<file path="src/rtl/core/dcla_pkg.sv">
// Shared types and constants for the delimited command line assembler.
package dcla_pkg;

  localparam int unsigned LineDepth = 64;
  localparam int unsigned ByteW     = 8;
  localparam int unsigned CfgIdxW   = 1;

  localparam logic [CfgIdxW-1:0] REG_DELIM_PRI = 1'b0;
  localparam logic [CfgIdxW-1:0] REG_DELIM_SEC = 1'b1;

  localparam logic [ByteW-1:0] DelimPriRst = 8'd13;
  localparam logic [ByteW-1:0] DelimSecRst = 8'd10;

  typedef enum logic [1:0] {
    KIND_BYTE     = 2'd0,
    KIND_EMPTY    = 2'd1,
    KIND_OVERFLOW = 2'd2
  } kind_e;

  typedef enum logic [1:0] {
    ST_IDLE,
    ST_EMPTY,
    ST_OVERFLOW,
    ST_REPLAY
  } state_e;

  typedef struct packed {
    logic  wr_en;
    logic  fill_inc;
    logic  fill_clr;
    logic  rd_start;
    logic  rd_next;
    logic  load_single;
    logic  load_byte;
    kind_e single_kind;
  } dcla_cmd_t;

  typedef struct packed {
    logic is_delim;
    logic fill_zero;
    logic fill_full;
    logic rd_last;
    logic out_free;
  } dcla_stat_t;

endpackage

</file>
<file path="src/rtl/core/dcla_datapath.sv">
// Datapath: delimiter registers, line store, fill and replay counters, output register.
module dcla_datapath #(
  parameter int unsigned LINE_DEPTH = dcla_pkg::LineDepth
) (
  input  logic                         clk_i,
  input  logic                         rst_ni,
  input  logic                         cfg_we_i,
  input  logic [dcla_pkg::CfgIdxW-1:0] cfg_idx_i,
  input  logic [dcla_pkg::ByteW-1:0]   cfg_wdata_i,
  input  logic [dcla_pkg::ByteW-1:0]   rx_byte_i,
  input  dcla_pkg::dcla_cmd_t          cmd_i,
  output dcla_pkg::dcla_stat_t         stat_o,
  input  logic                         out_ready_i,
  output logic                         out_valid_o,
  output logic [1:0]                   result_kind_o,
  output logic [dcla_pkg::ByteW-1:0]   out_byte_o,
  output logic                         last_o
);
  import dcla_pkg::*;

  localparam int unsigned PosW = (LINE_DEPTH > 1) ? $clog2(LINE_DEPTH) : 1;
  localparam logic [PosW-1:0] LastPos = PosW'(LINE_DEPTH - 1);

  logic [ByteW-1:0] delim_pri_q;
  logic [ByteW-1:0] delim_sec_q;
  logic [PosW-1:0]  fill_q, fill_d;
  logic [PosW-1:0]  rd_idx_q, rd_idx_d;
  logic [PosW-1:0]  rd_addr;
  logic             rd_en;
  logic [ByteW-1:0] mem [LINE_DEPTH];
  logic [ByteW-1:0] rd_data_q;
  logic             out_valid_q, out_valid_d;
  kind_e            kind_q;
  logic [ByteW-1:0] byte_q;
  logic             last_q;
  logic             rd_last;

  always_ff @(posedge clk_i or negedge rst_ni) begin
    if (!rst_ni) begin
      delim_pri_q <= DelimPriRst;
      delim_sec_q <= DelimSecRst;
    end else if (cfg_we_i) begin
      unique case (cfg_idx_i)
        REG_DELIM_PRI: delim_pri_q <= cfg_wdata_i;
        REG_DELIM_SEC: delim_sec_q <= cfg_wdata_i;
        default: ;
      endcase
    end
  end

  always_comb begin
    fill_d = fill_q;
    if (cmd_i.fill_clr) begin
      fill_d = '0;
    end else if (cmd_i.fill_inc) begin
      fill_d = fill_q + 1'b1;
    end
  end

  always_comb begin
    rd_idx_d = rd_idx_q;
    if (cmd_i.rd_start) begin
      rd_idx_d = '0;
    end else if (cmd_i.rd_next) begin
      rd_idx_d = rd_idx_q + 1'b1;
    end
  end

  assign rd_addr = cmd_i.rd_next ? rd_idx_q + 1'b1 : '0;
  assign rd_en   = cmd_i.rd_start | cmd_i.rd_next;
  assign rd_last = (rd_idx_q == fill_q - 1'b1);

  always_ff @(posedge clk_i or negedge rst_ni) begin
    if (!rst_ni) begin
      fill_q   <= '0;
      rd_idx_q <= '0;
    end else begin
      fill_q   <= fill_d;
      rd_idx_q <= rd_idx_d;
    end
  end

  always_ff @(posedge clk_i) begin
    if (cmd_i.wr_en) begin
      mem[fill_q] <= rx_byte_i;
    end
    if (rd_en) begin
      rd_data_q <= mem[rd_addr];
    end
  end

  always_comb begin
    out_valid_d = out_valid_q;
    if (cmd_i.load_single || cmd_i.load_byte) begin
      out_valid_d = 1'b1;
    end else if (out_ready_i) begin
      out_valid_d = 1'b0;
    end
  end

  always_ff @(posedge clk_i or negedge rst_ni) begin
    if (!rst_ni) begin
      out_valid_q <= 1'b0;
    end else begin
      out_valid_q <= out_valid_d;
    end
  end

  always_ff @(posedge clk_i) begin
    if (cmd_i.load_single) begin
      kind_q <= cmd_i.single_kind;
      byte_q <= '0;
      last_q <= 1'b1;
    end else if (cmd_i.load_byte) begin
      kind_q <= KIND_BYTE;
      byte_q <= rd_data_q;
      last_q <= rd_last;
    end
  end

  assign stat_o.is_delim  = (rx_byte_i == delim_pri_q) || (rx_byte_i == delim_sec_q);
  assign stat_o.fill_zero = (fill_q == '0);
  assign stat_o.fill_full = (fill_q == LastPos);
  assign stat_o.rd_last   = rd_last;
  assign stat_o.out_free  = !out_valid_q || out_ready_i;

  assign out_valid_o   = out_valid_q;
  assign result_kind_o = kind_q;
  assign out_byte_o    = byte_q;
  assign last_o        = last_q;

endmodule

</file>
<file path="src/rtl/core/dcla_ctrl.sv">
// Controller: state machine that sequences store writes, replay and result loads.
module dcla_ctrl (
  input  logic                 clk_i,
  input  logic                 rst_ni,
  input  logic                 in_valid_i,
  output logic                 in_ready_o,
  input  dcla_pkg::dcla_stat_t stat_i,
  output dcla_pkg::dcla_cmd_t  cmd_o
);
  import dcla_pkg::*;

  state_e state_q, state_d;

  always_ff @(posedge clk_i or negedge rst_ni) begin
    if (!rst_ni) begin
      state_q <= ST_IDLE;
    end else begin
      state_q <= state_d;
    end
  end

  always_comb begin
    state_d           = state_q;
    in_ready_o        = 1'b0;
    cmd_o             = '0;
    cmd_o.single_kind = KIND_EMPTY;
    unique case (state_q)
      ST_IDLE: begin
        in_ready_o = 1'b1;
        if (in_valid_i) begin
          if (stat_i.is_delim) begin
            if (stat_i.fill_zero) begin
              state_d = ST_EMPTY;
            end else begin
              cmd_o.rd_start = 1'b1;
              state_d        = ST_REPLAY;
            end
          end else begin
            cmd_o.wr_en = 1'b1;
            if (stat_i.fill_full) begin
              cmd_o.fill_clr = 1'b1;
              state_d        = ST_OVERFLOW;
            end else begin
              cmd_o.fill_inc = 1'b1;
            end
          end
        end
      end
      ST_EMPTY: begin
        if (stat_i.out_free) begin
          cmd_o.load_single = 1'b1;
          cmd_o.single_kind = KIND_EMPTY;
          state_d           = ST_IDLE;
        end
      end
      ST_OVERFLOW: begin
        if (stat_i.out_free) begin
          cmd_o.load_single = 1'b1;
          cmd_o.single_kind = KIND_OVERFLOW;
          state_d           = ST_IDLE;
        end
      end
      ST_REPLAY: begin
        if (stat_i.out_free) begin
          cmd_o.load_byte = 1'b1;
          if (stat_i.rd_last) begin
            cmd_o.fill_clr = 1'b1;
            state_d        = ST_IDLE;
          end else begin
            cmd_o.rd_next = 1'b1;
          end
        end
      end
      default: state_d = ST_IDLE;
    endcase
  end

endmodule

</file>
<file path="src/rtl/core/delimited_command_line_assembler_core.sv">
// An ordinary byte is written to the line store; an empty-line or overflow result passes
// through its EMPTY or OVERFLOW state into the output register; a stored line of n bytes
// is replayed from the REPLAY state, one byte per cycle while the output register is free.
// Input is accepted only in the idle state, so not while a result or a line is pending.
// Reset clears the fill count, the controller and the output valid, and loads the
// delimiters with 13 and 10; the line store is not cleared.
module delimited_command_line_assembler_core #(
  parameter int unsigned LINE_DEPTH = dcla_pkg::LineDepth
) (
  input  logic                         clk_i,
  input  logic                         rst_ni,
  input  logic                         cfg_we_i,
  input  logic [dcla_pkg::CfgIdxW-1:0] cfg_idx_i,
  input  logic [dcla_pkg::ByteW-1:0]   cfg_wdata_i,
  input  logic                         in_valid_i,
  output logic                         in_ready_o,
  input  logic [dcla_pkg::ByteW-1:0]   rx_byte_i,
  output logic                         out_valid_o,
  input  logic                         out_ready_i,
  output logic [1:0]                   result_kind_o,
  output logic [dcla_pkg::ByteW-1:0]   out_byte_o,
  output logic                         last_o
);
  import dcla_pkg::*;

  dcla_cmd_t  cmd;
  dcla_stat_t stat;

  dcla_ctrl u_ctrl (
    .clk_i      (clk_i),
    .rst_ni     (rst_ni),
    .in_valid_i (in_valid_i),
    .in_ready_o (in_ready_o),
    .stat_i     (stat),
    .cmd_o      (cmd)
  );

  dcla_datapath #(
    .LINE_DEPTH (LINE_DEPTH)
  ) u_datapath (
    .clk_i         (clk_i),
    .rst_ni        (rst_ni),
    .cfg_we_i      (cfg_we_i),
    .cfg_idx_i     (cfg_idx_i),
    .cfg_wdata_i   (cfg_wdata_i),
    .rx_byte_i     (rx_byte_i),
    .cmd_i         (cmd),
    .stat_o        (stat),
    .out_ready_i   (out_ready_i),
    .out_valid_o   (out_valid_o),
    .result_kind_o (result_kind_o),
    .out_byte_o    (out_byte_o),
    .last_o        (last_o)
  );

endmodule

</file>
<file path="config.mk">
export PLATFORM = sky130hd
export DESIGN_NAME = delimited_command_line_assembler_core
export DESIGN_NICKNAME = d
export VERILOG_FILES = /design/src/rtl/core/dcla_pkg.sv /design/src/rtl/core/dcla_datapath.sv /design/src/rtl/core/dcla_ctrl.sv /design/src/rtl/core/delimited_command_line_assembler_core.sv
export SDC_FILE = /design/constraint.sdc
export NUM_CORES = 1
export LEC_CHECK = 0
export ABC_AREA = 1
export BUFFER_PORTS_ARGS = -buffer_cell sky130_fd_sc_hd__buf_2
export CAP_MARGIN = 5
export CORE_MARGIN = 5
export CORE_UTILIZATION = 50
export DETAILED_ROUTE_END_ITERATION = 6
export MAX_ROUTING_LAYER = met4
export PLACE_DENSITY = 0.66
export SYNTH_ARGS = -nofsm -noshare
export SYNTH_HDL_FRONTEND = slang
export SYNTH_SLANG_ARGS = --single-unit
</file>
<file path="constraint.sdc">
create_clock -name clk_i -period 3.55 [get_ports clk_i]
set_clock_uncertainty 0.1 [all_clocks]
set_input_delay 0.71 -clock clk_i [delete_from_list [all_inputs] [get_ports clk_i]]
set_output_delay 0.71 -clock clk_i [all_outputs]
set_load 0.05 [all_outputs]
</file>
==> flow_summary_export.csv, run 1 <==
group,metric,value,unit
power_and_ir_drop,switching_share,29.2,%
routing,vias,18051,
floorplanning,core_area,0.0501,mm2
floorplanning,start_util,50.4,%
global_route,use_met2,38.9,%
timing,relSlewSlack,18.0,%
finish,final_cell_area,0.0282,mm2
setup_path,critPathMaxFanout,32,
timing,fin_crit_sh,94.4,%
setup_path,critical_path_class,"reg -> reg",
synthesis,synth-seq-cells,562,
worst_hold_path,min_path_type,"in -> async",
global_route,grt.busiest_layer,"met2",
finish,area_growth,11.7,%
power_and_ir_drop,p_comb_share,17.0,%
power_and_ir_drop,seq_power_share,46.3,%
clocking,ctsRootBufferMaster,"clkbuf_16",
clocking,clockBufferDepth,3,
finish,drive_above_1_share,10.6,%
power_and_ir_drop,power.switching,4.81,mW
timing,hold_slack,32.6,ps
setup_path,crit_arrival,3740,ps
timing,hold_viol,0,
finish,fin_util,56.3,%
clocking,clkTransAtPathRegs,70,ps
setup_path,critPathRequiredTime,3940,ps
power_and_ir_drop,clock_power_share,36.7,%
power_and_ir_drop,power.internal,11.7,mW
clocking,cts_setup_buffers,0,
routing,drtAntennaViolNets,0,
timing,timing.fmax,298,MHz
routing,drc,0,
placed_design,placed_area,0.0263,mm2
timing,worst_slack,199,ps
placed_design,place_ws,26.6,ps
floorplanning,placementRows,82,
clocking,h-tree-depth,2,
placed_design,port_buffers,34,
setup_path,crit_path_start_kind,"register",
finish,n_fill_cell,4286,
power_and_ir_drop,leakage,11.4,nW
power_and_ir_drop,pwr_density_cell,584,mW/mm2
routing,drt-initial-drc-count,2066,
timing,rsz0062_at_grt,"false",
global_route,grt_max_degree,201,
global_route,grtUsageMet3,2.97,%
synthesis,netlist-cell-type-count,30,
power_and_ir_drop,peakVddDrop,0.569,mV
global_route,gr-usage-met1,33.3,%
timing,worst_pin_slew,1230,ps
global_route,grt_pass1_wl,104000,um
setup_path,worst-r2r-cell-count,14,
synthesis,syn-num-nets,2456,
global_route,grt_overflow_total,0,
synthesis,synth_area,0.0252,mm2
timing,slew_violations,0,
synthesis,synthCells,2428,
floorplanning,fp.dieH,235,um
global_route,grt_pass1_vias,17245,
clocking,cts-buffers-inserted,57,
floorplanning,die_w,235,um
routing,drtPass1Iterations,7,
global_route,antenna_found_initial,4,
clocking,clkLatencyLatePin,630,ps
run_status,status,"finished, final reports clean",
global_route,grt_util_all_layers,24.8,%
synthesis,ys_seq_area_share,66.0,%
synthesis,syn_avg_cell_area,10.4,um2
routing,wl_per_cell,21.5,um
timing,setup_viol,0,
synthesis,yosys_warnings,0,
power_and_ir_drop,power.total,16.5,mW
floorplanning,die-area,0.0550,mm2
clocking,cts.sinks,562,
floorplanning,num_io_pins,35,
finish,final_nets,2472,
routing,vias_per_cell,5.70,
job,drv_cap,0,
placed_design,dp_hpwl,40800,um
routing,wirelength,68200,um
placed_design,routabilityCongestion,0.919,
setup_path,end_kind,"register",
timing,period_needed,3350,ps
clocking,cts_tree,"yes",
## Yosys cell counts (all sizes together)
library cell  count  area, um2
dfstp             5        131
clkinv            4       15.0
xnor2             1       8.76
a21oi            14       70.1
o21ai            96        480
nand4           191       1190
edfxtp          522      15700
xor2             12        105
nor3              6       30.0
nor2            278       1060
nor4              4       25.0
ha                6       75.1
dfrtp            26        651
dfxtp             9        180
or2              49        307
nand3           436       2210
inv             379       1420
nor3b             1       7.51
buf              76        397
clkbuf           74        278
nand2           239        902
## through the flow
step | std cells | TNS [ps]
2_1_floorplan | 2428 | 0
3_3_place_gp | 3057 | -4190
3_5_place_dp | 3057 | 0
4_1_cts | 3164 | 0
5_1_grt | 3166 | 0
6_report | 3166 | 0
## cells by family after synthesis
group	synth area share, %
compound gates	2.18
xor+xnor	0.451
fa+ha+maj	0.298
buf+inv	8.37
flops	66.0
simple gates	22.7
## worst max-delay path: stages (launching register included)
cell and delay, ps:
dfrtp_1 500, nor2_1 380, inv_2 100, o21ai_1 150, nand2_1 120, nand3_4 190
nand3_4 200, inv_2 430, buf_12 270, nand3_1 160, nand3_1 100, nand3_1 90
nand3_1 230, nand3_1 100, nand2_1 70
## flip-flops by register name, indices dropped and copies added, names as in the netlist, 2 cells and up
register / cells
u_datapath.delim_pri_q: 8
u_datapath.result_kind_o: 2
u_datapath.mem: 512
u_ctrl.state_q: 2
u_datapath.rd_data_q: 8
u_datapath.fill_q: 6
u_datapath.delim_sec_q: 8
u_datapath.out_byte_o: 8
u_datapath.rd_idx_q: 6
## area by class of cell
class / instances / area, um2 / area share (%)
Clock inverter: 33 / 312 / 1.11
Multi-Input combinational cell: 1333 / 6510 / 23.1
Sequential cell: 562 / 16600 / 59.1
Antenna cell: 2 / 5.00 / 0.0178
Tap cell: 672 / 841 / 2.98
Inverter: 383 / 1450 / 5.14
Clock buffer: 74 / 1560 / 5.55
Timing Repair Buffer: 107 / 860 / 3.05
## power by group through the flow
stage / logic (mW) / registers (mW) / clock network, mW
after floorplan: 1.73 / 7.77 / 0
final: 2.79 / 7.63 / 6.04
after global routing: 3.00 / 7.64 / 6.39
after CTS: 2.75 / 7.63 / 6.11
after global placement: 2.71 / 7.76 / 0
after detailed placement: 2.74 / 7.76 / 0
## layout by cell type (no fill, tap or decap), types with 34 or more instances in the layout
| master | count |
|---|---|
| o21ai_0 | 95 |
| nand4_1 | 191 |
| clkbuf_16 | 60 |
| nand2_1 | 237 |
| nor2_1 | 273 |
| or2_2 | 49 |
| inv_1 | 370 |
| buf_2 | 34 |
| nand3_1 | 431 |
| buf_4 | 61 |
| edfxtp_1 | 522 |
## per-layer routing
layer	routed length (um)	share of wire, %	vias to the layer above
li1	-	-	8358
met5	0	0	-
met4	2810	4.1	0
met3	4820	7.1	189
met2	32500	48	765
met1	28100	41	8739
## worst paths after layout
path,startpoint,to,slack (ps)
min reg2reg,u_datapath.last_o,u_datapath.last_o,390
max in group asynchronous,rst_ni,u_datapath.rd_idx_q[4],2860
min,rst_ni,u_datapath.delim_pri_q[5],30
max,u_datapath.fill_q[3],u_datapath.rd_data_q[2],200
max reg2reg,u_datapath.fill_q[3],u_datapath.rd_data_q[2],200
min in group clk_i,cfg_wdata_i[3],u_datapath.delim_sec_q[3],240
## timing repair
item	4_1_cts	5_1_grt
setup endpoints to repair	0	6
hold buffers	0	0
resized for setup	0	3
Note: power is estimated with default switching activity, not from simulation.
==> run 2: changes to the inputs <==
Settings changed: CORE_UTILIZATION 50 to 60, PLACE_DENSITY 0.66 to 0.76.
==> flow_summary_export.csv, run 2 (synthesis results as in run 1) <==
group,metric,value,unit
routing,wirelength,68100,um
placed_design,port_buffers,34,
setup_path,end_kind,"register",
clocking,clkLatencyLatePin,620,ps
setup_path,worst-r2r-cell-count,16,
floorplanning,die_w,215,um
setup_path,r2r_start,"u_datapath.fill_q[1]",
clocking,cts-buffers-inserted,56,
floorplanning,num_io_pins,35,
setup_path,crit_path_max_incr_delay,450,ps
job,drv_cap,0,
setup_path,regToRegSetupSlack,110,ps
clocking,cts_setup_buffers,0,
floorplanning,die-area,0.0462,mm2
finish,area_growth,11.5,%
global_route,grt_pass1_vias,17738,
placed_design,dp_hpwl,40500,um
clocking,cts.sinks,562,
timing,worst_pin_slew,1240,ps
finish,drive_above_1_share,11.5,%
timing,hold_viol,0,
finish,layout_commonest_cell,"edfxtp_1",
setup_path,critPathRequiredTime,3810,ps
finish,seqCellArea,0.0166,mm2
routing,drt-initial-drc-count,2915,
setup_path,crit_path_start_kind,"register",
global_route,grt_util_all_layers,29.9,%
global_route,grt_overflow_total,0,
routing,vias_per_cell,6.05,
clocking,ctsHoldBuffers,0,
timing,fin_crit_sh,97.0,%
routing,vias,18533,
floorplanning,placementRows,75,
setup_path,setup.worst_path.start,"u_datapath.fill_q[1]",
clocking,h-tree-depth,2,
power_and_ir_drop,leakage,11.5,nW
finish,final_nets,2503,
global_route,grt_pass1_wl,105000,um
placed_design,routabilityCongestion,0.963,
power_and_ir_drop,peakVddDrop,0.906,mV
power_and_ir_drop,pwr_density_cell,570,mW/mm2
clocking,cts_tree,"yes",
timing,setup_tns,0,ps
power_and_ir_drop,power.total,16.0,mW
setup_path,critPathMaxFanout,63,
setup_path,reg2reg_to,"u_datapath.rd_data_q[1]",
run_status,status,"finished, final reports clean",
floorplanning,start_util,60.4,%
timing,hold_slack,46.4,ps
global_route,antenna_found_initial,4,
routing,drc,0,
routing,drtAntennaViolNets,0,
finish,largest_reg_flops,512,
floorplanning,fp.dieH,215,um
routing,wl_per_cell,22.3,um
finish,mostFrequentLayoutCells,"edfxtp_1, nand3_1, inv_1, nor2_1, nand2_1",
clocking,clockBufferDepth,3,
routing,drtPass1Iterations,6,
setup_path,crit_arrival,3710,ps
finish,top_register,"u_datapath.mem",
setup_path,worst_path_most_repeated_cell,"nand2_1",
finish,n_fill_cell,3069,
setup_path,cp_slowest_cell,"dfrtp_1",
timing,setup_viol,0,
timing,rsz0062_at_grt,"false",
clocking,clkTransAtPathRegs,60,ps
clocking,ctsRootBufferMaster,"clkbuf_16",
timing,slew_violations,0,
timing,relSlewSlack,17.3,%
finish,multi_input_area,0.00651,mm2
timing,timing.fmax,290,MHz
setup_path,cp_cell_sequence,"inv_2, ha_1, nand2_1, nand2_1, nand2_1, nand2_1, nor2_1, nand3_4, nand3_4, buf_12, o21ai_0, nand3_1, nand3_1, nand3_1, nand3_1, nand2_1",
worst_hold_path,min_path_type,"in -> async",
global_route,grt_max_degree,226,
setup_path,critical_path_class,"reg -> reg",
timing,period_needed,3440,ps
floorplanning,core_area,0.0418,mm2
[run 2: changes by cell type in the layout (fill, tap and decap cells not counted), sizes merged]
cell / previous run / this run
clkinv: 28 / 23
clkbuf: 74 / 78
bufinv: 6 / 3
buf: 107 / 138
clkinvlp: 1 / 2
[run 2: layer usage]
metal / GRT usage, % / part of all wire [%] / wire (um)
met3: 4.59 / 10 / 6860
met4: 12.0 / 4.6 / 3140
met5: - / 0 / 0
met1: 39.9 / 38 / 25600
met2: 47.0 / 48 / 32500
[run 2: how the worst max path moves through the flow]
stage | end | depth (start not counted)
floorplan | u_datapath.mem[10][0] | 8
global placement | u_datapath.mem[62][0] | 14
detailed placement | u_datapath.mem[62][0] | 14
CTS | u_datapath.rd_data_q[1] | 13
global route | u_datapath.rd_data_q[1] | 17
finish | u_datapath.rd_data_q[1] | 16
[run 2: power by group]
| part | internal (mW) | total (mW) | switching [mW] |
|---|---|---|---|
| clock network | 3.16 | 5.63 | 2.47 |
| registers | 7.48 | 7.63 | 0.149 |
| logic | 0.668 | 2.78 | 2.11 |
| total | 11.3 | 16.0 | 4.73 |
[run 2: layout make-up]
cell class | instances | area share (%)
sequential | 562 | 59.2
inverter | 383 | 5.14
clock inverter | 26 | 0.819
multi-input combinational | 1333 | 23.2
tap | 539 | 2.40
clock buffer | 77 | 5.30
antenna | 2 | 0.0178
timing repair buffer | 139 | 4.00
[run 2: timing repair]
item	CTS	global route
hold endpoints to repair	0	0
setup endpoints to repair	0	3
resized for setup	0	3
[run 2: per-stage QoR]
stage / cells / setup WS (ps) / util (%) / cell area [um2]
final: 3061 / 106 / 67.3 / 28100
after global routing: 3061 / 16.4 / 67.3 / 28100
after CTS: 3058 / 217 / 67.2 / 28100
after detailed placement: 2955 / 86.6 / 63.1 / 26400
after global placement: 2955 / 84.7 / 63.1 / 26400
after floorplan: 2428 / 671 / - / 25200
[run 2: critical path, delay by kind of cell (launching register included)]
kind | cells | cell delay [ps]
and+or+nand+nor | 12 | 1520
adders and majority gates | 1 | 200
DFF | 1 | 450
buffers and inverters | 2 | 440
AOI/OAI and AO/OA | 1 | 440
